$ cat src/rtl/bit_fifo_with_byte_ops_unit_defines.svh
// assertion macros for the bit fifo unit
// expects clk and rst in the scope of the module that uses them
`ifndef BIT_FIFO_WITH_BYTE_OPS_UNIT_DEFINES_SVH
`define BIT_FIFO_WITH_BYTE_OPS_UNIT_DEFINES_SVH

// checked only while out of reset
`define BFB_ASSERT(name, prop, msg) \
  name: assert property (@(posedge clk) disable iff (rst) (prop)) else $error(msg);

// checked on every edge, reset included
`define BFB_ASSERT_ALWAYS(name, prop, msg) \
  name: assert property (@(posedge clk) (prop)) else $error(msg);

`endif

$ cat src/rtl/bfb_pkg.sv
// shared types and codes for the bit fifo unit
// request and result structs, controller/datapath command and status structs
package bfb_pkg;

  // bits held at most; fill_count is sized for this depth
  localparam int unsigned CAPACITY_BITS = 1024;

  localparam int unsigned KIND_W   = 3;
  localparam int unsigned BYTE_W   = 8;
  localparam int unsigned OFFSET_W = 10;
  localparam int unsigned FILL_W   = 11;
  localparam int unsigned STATUS_W = 2;
  localparam int unsigned BYTE_MSB = 7;

  // request kinds
  localparam logic [KIND_W-1:0] KIND_INS_BIT  = 3'd0;
  localparam logic [KIND_W-1:0] KIND_INS_BYTE = 3'd1;
  localparam logic [KIND_W-1:0] KIND_REM_BIT  = 3'd2;
  localparam logic [KIND_W-1:0] KIND_REM_BYTE = 3'd3;
  localparam logic [KIND_W-1:0] KIND_INSPECT  = 3'd4;

  // result status codes
  localparam logic [STATUS_W-1:0] ST_OK        = 2'd0;
  localparam logic [STATUS_W-1:0] ST_OVERFLOW  = 2'd1;
  localparam logic [STATUS_W-1:0] ST_UNDERFLOW = 2'd2;
  localparam logic [STATUS_W-1:0] ST_RANGE     = 2'd3;

  typedef struct packed {
    logic [KIND_W-1:0]   kind;
    logic                bit_value;
    logic [BYTE_W-1:0]   byte_value;
    logic [OFFSET_W-1:0] offset;
  } req_t;

  typedef struct packed {
    logic [BYTE_W-1:0]   read_data;
    logic [FILL_W-1:0]   fill_count;
    logic [STATUS_W-1:0] status;
  } res_t;

  // controller to datapath
  typedef struct packed {
    logic latch;   // capture request
    logic decide;  // clear read data, load status
    logic wr;      // write one bit at the tail
    logic rd;      // read one bit at the head and pop it
    logic peek;    // read one bit at head plus offset
  } dp_cmd_t;

  // datapath to controller
  typedef struct packed {
    logic [KIND_W-1:0]   kind;
    logic [STATUS_W-1:0] code;
  } dp_sts_t;

endpackage

$ cat src/rtl/bfb_datapath.sv
// datapath of the bit fifo unit: bit memory, pointers, fill count, shifters
// depends on bfb_pkg; driven by bfb_ctrl through dp_cmd_t
module bfb_datapath import bfb_pkg::*; (
  input  logic    clk,
  input  logic    rst,
  input  req_t    req,
  input  dp_cmd_t cmd,
  output dp_sts_t sts,
  output res_t    result
);

  localparam int unsigned PTR_W = $clog2(CAPACITY_BITS);
  localparam int unsigned CNT_W = $clog2(CAPACITY_BITS + 1);
  localparam int unsigned CMP_W = (CNT_W > OFFSET_W) ? CNT_W : OFFSET_W;
  localparam int unsigned SUM_W = ((CMP_W > PTR_W) ? CMP_W : PTR_W) + 1;

  localparam logic [PTR_W-1:0] PTR_LAST     = PTR_W'(CAPACITY_BITS - 1);
  localparam logic [CNT_W-1:0] CNT_FULL     = CNT_W'(CAPACITY_BITS);
  localparam logic [CNT_W-1:0] CNT_BYTE_MAX = CNT_W'(CAPACITY_BITS - BYTE_W);
  localparam logic [CNT_W-1:0] CNT_BYTE     = CNT_W'(BYTE_W);
  localparam logic [SUM_W-1:0] SUM_CAP      = SUM_W'(CAPACITY_BITS);

  logic                mem [CAPACITY_BITS];
  logic                mem_q;
  req_t                req_q;
  logic [BYTE_W-1:0]   byte_sh;
  logic [BYTE_W-1:0]   data;
  logic [STATUS_W-1:0] status;
  logic [PTR_W-1:0]    wp;
  logic [PTR_W-1:0]    rp;
  logic [CNT_W-1:0]    cnt;
  logic                rd_pending;

  logic [STATUS_W-1:0] code;
  logic                wr_bit;
  logic [SUM_W-1:0]    peek_sum;
  logic [SUM_W-1:0]    peek_wrap;
  logic [PTR_W-1:0]    rd_addr;
  logic [PTR_W-1:0]    wp_next;
  logic [PTR_W-1:0]    rp_next;

  // refusal check on the held request
  always_comb begin
    code = ST_OK;
    case (req_q.kind)
      KIND_INS_BIT:  if (cnt == CNT_FULL) code = ST_OVERFLOW;
      KIND_INS_BYTE: if (cnt > CNT_BYTE_MAX) code = ST_OVERFLOW;
      KIND_REM_BIT:  if (cnt == '0) code = ST_UNDERFLOW;
      KIND_REM_BYTE: if (cnt < CNT_BYTE) code = ST_UNDERFLOW;
      KIND_INSPECT:  if (CMP_W'(req_q.offset) >= CMP_W'(cnt)) code = ST_RANGE;
      default:       code = ST_OK;
    endcase
  end

  assign sts.kind = req_q.kind;
  assign sts.code = code;

  // offset is below the fill count here, so one subtract wraps it
  assign peek_sum  = SUM_W'(rp) + SUM_W'(req_q.offset);
  assign peek_wrap = (peek_sum >= SUM_CAP) ? (peek_sum - SUM_CAP) : peek_sum;
  assign rd_addr   = cmd.peek ? PTR_W'(peek_wrap) : rp;

  assign wp_next = (wp == PTR_LAST) ? '0 : wp + 1'b1;
  assign rp_next = (rp == PTR_LAST) ? '0 : rp + 1'b1;
  assign wr_bit  = (req_q.kind == KIND_INS_BIT) ? req_q.bit_value : byte_sh[BYTE_MSB];

  always_ff @(posedge clk) begin
    if (cmd.wr) begin
      mem[wp] <= wr_bit;
    end
    if (cmd.rd || cmd.peek) begin
      mem_q <= mem[rd_addr];
    end
  end

  always_ff @(posedge clk) begin
    if (cmd.latch) begin
      req_q   <= req;
      byte_sh <= req.byte_value;
    end else if (cmd.wr) begin
      byte_sh <= {byte_sh[BYTE_MSB-1:0], 1'b0};
    end
    if (cmd.decide) begin
      data   <= '0;
      status <= code;
    end else if (rd_pending) begin
      data <= {data[BYTE_MSB-1:0], mem_q};
    end
  end

  always_ff @(posedge clk) begin
    if (rst) begin
      wp         <= '0;
      rp         <= '0;
      cnt        <= '0;
      rd_pending <= 1'b0;
    end else begin
      rd_pending <= cmd.rd || cmd.peek;
      if (cmd.wr) begin
        wp  <= wp_next;
        cnt <= cnt + 1'b1;
      end else if (cmd.rd) begin
        rp  <= rp_next;
        cnt <= cnt - 1'b1;
      end
    end
  end

  assign result.read_data  = data;
  assign result.fill_count = FILL_W'(cnt);
  assign result.status     = status;

endmodule

$ cat src/rtl/bfb_ctrl.sv
// controller of the bit fifo unit: sequences one request at a time
// depends on bfb_pkg; drives bfb_datapath through dp_cmd_t
module bfb_ctrl import bfb_pkg::*; (
  input  logic    clk,
  input  logic    rst,
  input  logic    start,
  input  dp_sts_t sts,
  output dp_cmd_t cmd,
  output logic    busy,
  output logic    done
);

  typedef enum logic [6:0] {
    S_IDLE   = 7'b0000001,
    S_DECIDE = 7'b0000010,
    S_WRITE  = 7'b0000100,
    S_READ   = 7'b0001000,
    S_PEEK   = 7'b0010000,
    S_DRAIN  = 7'b0100000,
    S_DONE   = 7'b1000000
  } state_t;

  state_t     state;
  state_t     state_next;
  logic [2:0] steps;
  logic [2:0] steps_next;

  always_comb begin
    state_next = state;
    steps_next = steps;
    cmd        = '0;
    unique case (state)
      S_IDLE: begin
        if (start) begin
          cmd.latch  = 1'b1;
          state_next = S_DECIDE;
        end
      end
      S_DECIDE: begin
        cmd.decide = 1'b1;
        state_next = S_DONE;
        if (sts.code == ST_OK) begin
          case (sts.kind)
            KIND_INS_BIT: begin
              steps_next = '0;
              state_next = S_WRITE;
            end
            KIND_INS_BYTE: begin
              steps_next = 3'(BYTE_MSB);
              state_next = S_WRITE;
            end
            KIND_REM_BIT: begin
              steps_next = '0;
              state_next = S_READ;
            end
            KIND_REM_BYTE: begin
              steps_next = 3'(BYTE_MSB);
              state_next = S_READ;
            end
            KIND_INSPECT:  state_next = S_PEEK;
            default:       state_next = S_DONE;
          endcase
        end
      end
      S_WRITE: begin
        cmd.wr = 1'b1;
        if (steps == '0) begin
          state_next = S_DONE;
        end else begin
          steps_next = steps - 1'b1;
        end
      end
      S_READ: begin
        cmd.rd = 1'b1;
        if (steps == '0) begin
          state_next = S_DRAIN;
        end else begin
          steps_next = steps - 1'b1;
        end
      end
      S_PEEK: begin
        cmd.peek   = 1'b1;
        state_next = S_DRAIN;
      end
      // last read bit shifts into the result here
      S_DRAIN: state_next = S_DONE;
      S_DONE:  state_next = S_IDLE;
      default: state_next = S_IDLE;
    endcase
  end

  always_ff @(posedge clk) begin
    if (rst) begin
      state <= S_IDLE;
      steps <= '0;
    end else begin
      state <= state_next;
      steps <= steps_next;
    end
  end

  assign busy = (state != S_IDLE);
  assign done = (state == S_DONE);

endmodule

$ cat src/rtl/bit_fifo_with_byte_ops_unit.sv
// Circular FIFO of single bits with bit and byte insert/remove and inspect.
// A request is taken when start is high and busy is low; its one result is on
// result for the single cycle that done is high, and the receiver cannot stall
// it. The bits live in a single-port memory that moves one bit per cycle, so a
// request passes from acceptance through decide, then the bit writes (insert),
// the bit reads and a drain (remove) or a peek and a drain (inspect), then done;
// a refused request or one of an unused kind goes from decide to done. The fill
// count reports up to CAPACITY_BITS; the memory needs no clearing after reset.
// top level; depends on bfb_pkg, bfb_ctrl, bfb_datapath and the defines header
`include "bit_fifo_with_byte_ops_unit_defines.svh"

module bit_fifo_with_byte_ops_unit import bfb_pkg::*; (
  input  logic clk,
  input  logic rst,
  input  logic start,
  input  req_t req,
  output logic busy,
  output logic done,
  output res_t result
);

  dp_cmd_t cmd;
  dp_sts_t sts;

  bfb_ctrl u_ctrl (
    .clk   (clk),
    .rst   (rst),
    .start (start),
    .sts   (sts),
    .cmd   (cmd),
    .busy  (busy),
    .done  (done)
  );

  bfb_datapath u_dp (
    .clk    (clk),
    .rst    (rst),
    .req    (req),
    .cmd    (cmd),
    .sts    (sts),
    .result (result)
  );

  `BFB_ASSERT(a_done_while_busy, done |-> busy, "result strobe outside a request")
  `BFB_ASSERT(a_accept_no_done, (start && !busy) |=> (busy && !done), "result after accept")
  `BFB_ASSERT(a_done_single, done |=> !done, "result strobe longer than one cycle")
  `BFB_ASSERT_ALWAYS(a_refused_no_change, (!rst && done && result.status != ST_OK) |-> $stable(result.fill_count), "refused request moved the fill count")

endmodule
$ cat config.mk
export PLATFORM = sky130hd
export DESIGN_NAME = bit_fifo_with_byte_ops_unit
export DESIGN_NICKNAME = d
export VERILOG_FILES = /design/src/rtl/bfb_pkg.sv /design/src/rtl/bfb_datapath.sv /design/src/rtl/bfb_ctrl.sv /design/src/rtl/bit_fifo_with_byte_ops_unit.sv
export VERILOG_INCLUDE_DIRS = /design/src /design/src/rtl
export SDC_FILE = /design/constraint.sdc
export NUM_CORES = 2
export LEC_CHECK = 0
export BUFFER_PORTS_ARGS = -buffer_cell sky130_fd_sc_hd__buf_2
export CORE_ASPECT_RATIO = 1.2
export CORE_MARGIN = 5
export CORE_UTILIZATION = 30
export DETAILED_ROUTE_END_ITERATION = 8
export PLACE_DENSITY = 0.41
export SLEW_MARGIN = 40
export SYNTH_ARGS = -nofsm -noshare
export SYNTH_HDL_FRONTEND = slang
export SYNTH_HIERARCHICAL = 1
export SYNTH_SLANG_ARGS = --single-unit
$ cat constraint.sdc
create_clock -name clk -period 15.1 [get_ports clk]
set_input_delay 2.265 -clock clk [delete_from_list [all_inputs] [get_ports clk]]
set_output_delay 2.265 -clock clk [all_outputs]
set_load 0.005 [all_outputs]
==> metrics.txt <==
outcome=completed; TritonCTS buffer count=116; Clock Sinks=1,099; Yosys reg bits=1,099; Final GP Congestion=0.746; Die W=379 µm; CP startpoint kind=flop; CTS Root Cell=clkbuf_16; setup_tns=0 ns; MaxCap Viol Count=0; IO buf count=47; Pre-Repair DR Iteration Count=5; Area growth, synth to finish=12.8%; Core Footprint=163,000 µm²; final net count=3,574; Yosys warnings=6; H-tree depth=3; most common cell after layout, fill and taps aside=nor2_1; Vias=29,300; DRC=0; asr flop ratio synth=0%; die height=453 µm; synthesized area per cell=13.7 µm²; dpl cells=5,524; Max IR drop VDD=0.0000871 V; PostCTS Resize Cnt=0; filler cell count=16,000; drt first-iter violations=2,415; largest net degree at the start of global routing=136; met3 routed WL=6900 µm; cell count after synthesis=3,570; # Post-CTS Setup Buffers=0; FF-to-FF setup slack=8.75 ns; Met2 Wirelength=78,700 µm; hold_buf cts=0; HP Class=flop to flop; synth unique cells=85; Routed WL per cell=26.8 µm; Clock Latency Late Sink=0.75 ns; Tightest Pin Transition=0.858 ns; max-slew violation count=0; CP Data Arrival Time=6.83 ns; crit path kind=flop to flop; Max-slew headroom=42.3%; crit-path max FO=45; EDFF count, synth=1,049; vias in the first global route=30,000; vias per inst=5.12; endpoints failing hold=0; # setup viols final=0; grt ovf=0; Primary FF master, synth=edfxtp_1; Post-Syn Nets=3,632; Critical Path RT=15.58 ns; most frequent cells in the layout=nor2_1 (1,089), edfxtp_1 (1,049), mux4_2 (254); Critical Path End Type=flop; Clock Skew=0.0306 ns; Routed Antenna Nets=0; sequential area share after synthesis=66.3%; share of cells above drive strength 1=17.9%; crit share post-route=42.1%; die area=172,000 µm²; Period minus WS final=6.35 ns; Clock Path Buffers=3; antenna violations before repair=4; Total GRT Usage=17.7%; hold_ws=0.479 ns; first-pass GRT wire length=220,000 µm; Power Total=0.00634 W; Ports=48; fmax=157 MHz; placed wire-length estimate=81,800 µm; CTS tree=built; top layer in use=met4; Mapped Area=49,000 µm²; DRT Wirelength=153,000 µm; M1 WL=64,700 µm; Power Dens Cells=115 nW/µm²; LEAKAGE=17.3 nW; RSZ-0062 raised after global routing=false; Initial Util=30.2%; Finished Layout Cells=5,734; fin util=34.0%; Rows=162; Worst-path clk slew=0.06 ns
==> sequential cells by signal, indices dropped and copies added, names as in the netlist <==
signal,cells
u_ctrl/state,7
u_dp/cnt,11
u_dp/req_q,11
u_dp/sts,3
u_ctrl/steps,3
u_dp/mem_q,1
u_dp/rp,10
u_dp/data,8
u_dp/rd_pending,1
u_dp/byte_sh,8
u_dp/status,2
u_dp/mem,1024
u_dp/wp,10
==> logic make-up after synthesis <==
logic type	share of synthesized area [%]
xor gates and xnor gates	0.464
AOI/OAI and AO/OA	2.99
and+or+nand+nor	12.3
muxes	13.7
adders and majority gates	0.975
DFF	66.3
buffers and inverters	3.24
==> through the flow <==
stage	area [µm²]	setup slack (ns)
after global placement	51400	8.32
after CTS	55300	8.41
final	55300	8.75
after global routing	55300	8.15
after floorplan	49000	5.97
after detailed placement	51700	8.47
==> cells in the mapped netlist (all sizes together), types with 5 or more instances <==
library cell / n / share of area [%]
nor2: 1091 / 8.4
edfxtp: 1049 / 64
mux4: 254 / 12
nand2: 216 / 1.7
clkbuf: 213 / 1.6
buf: 108 / 1.3
mux2i: 84 / 1.7
dfxtp: 50 / 2.0
a21oi: 48 / 0.50
nand3: 47 / 0.48
inv: 38 / 0.29
ha: 35 / 0.89
o21ai: 28 / 0.29
nor3: 25 / 0.26
a211oi: 16 / 0.25
a32oi: 16 / 0.29
and2: 16 / 0.20
xnor2: 16 / 0.29
mux2: 14 / 0.32
nand4: 13 / 0.17
o211ai: 13 / 0.20
and3: 12 / 0.15
nor3b: 12 / 0.19
a31oi: 10 / 0.13
nor2b: 10 / 0.13
o21a: 10 / 0.15
xor2: 10 / 0.18
a22oi: 9 / 0.14
nor4: 8 / 0.10
o21bai: 8 / 0.12
or2: 8 / 0.10
nand3b: 7 / 0.11
a221oi: 5 / 0.089
==> per-layer routing <==
| layer | track usage (%) | up-vias |
|---|---|---|
| met2 | 31.6 | 681 |
| met3 | 2.19 | 153 |
| met1 | 22.9 | 15600 |
| met5 | 0 | - |
| li1 | - | 12900 |
| met4 | 4.45 | 0 |
==> final timing paths <==
kind,from,to,depth (start not counted)
worst max-delay path,u_ctrl/state[0]$_SDFFE_PP1P_,u_dp/mem_q$_DFFE_PP_,17
worst min-delay path,u_ctrl/steps[0]$_SDFFE_PP0P_,u_ctrl/steps[0]$_SDFFE_PP0P_,1
worst max register to register,u_ctrl/state[0]$_SDFFE_PP1P_,u_dp/mem_q$_DFFE_PP_,17
worst min register to register,u_ctrl/steps[0]$_SDFFE_PP0P_,u_ctrl/steps[0]$_SDFFE_PP0P_,1
==> report_power, final <==
part | internal, W | leakage, nW | switching [W] | total (W)
Combinational | 0.0000293 | 5.73 | 0.000121 | 0.000151
Sequential | 0.00342 | 9.84 | 0.00000600 | 0.00342
Clock | 0.00153 | 1.74 | 0.00124 | 0.00276
Total | 0.00497 | 17.3 | 0.00136 | 0.00634
==> area by class of cell <==
type | instances | area [µm²] | area share (%)
Clock inverter | 53 | 474 | 0.857
Clock buffer | 154 | 3080 | 5.56
Antenna cell | 1 | 2.50 | 0.00452
Tap cell | 2132 | 2670 | 4.82
Inverter | 38 | 143 | 0.258
Multi-Input combinational cell | 2112 | 15300 | 27.6
Timing Repair Buffer | 145 | 1170 | 2.11
Sequential cell | 1099 | 32500 | 58.7
==> critical path, stage by stage (launching register included) <==
cell and delay, ns:
dfxtp_1 0.37, nor3_1 0.46, nand2_1 0.18, nor3b_2 0.20, buf_4 0.38, mux2i_4 0.32
buf_12 0.37, buf_16 0.38, buf_6 0.57, buf_6 0.58, mux4_2 0.58, mux2i_1 0.17
a22oi_1 0.14, and4_1 0.28, a41oi_1 0.25, o221a_2 0.27, o32ai_1 0.12, mux2_2 0.30
Note: power is estimated with default switching activity, not from simulation.
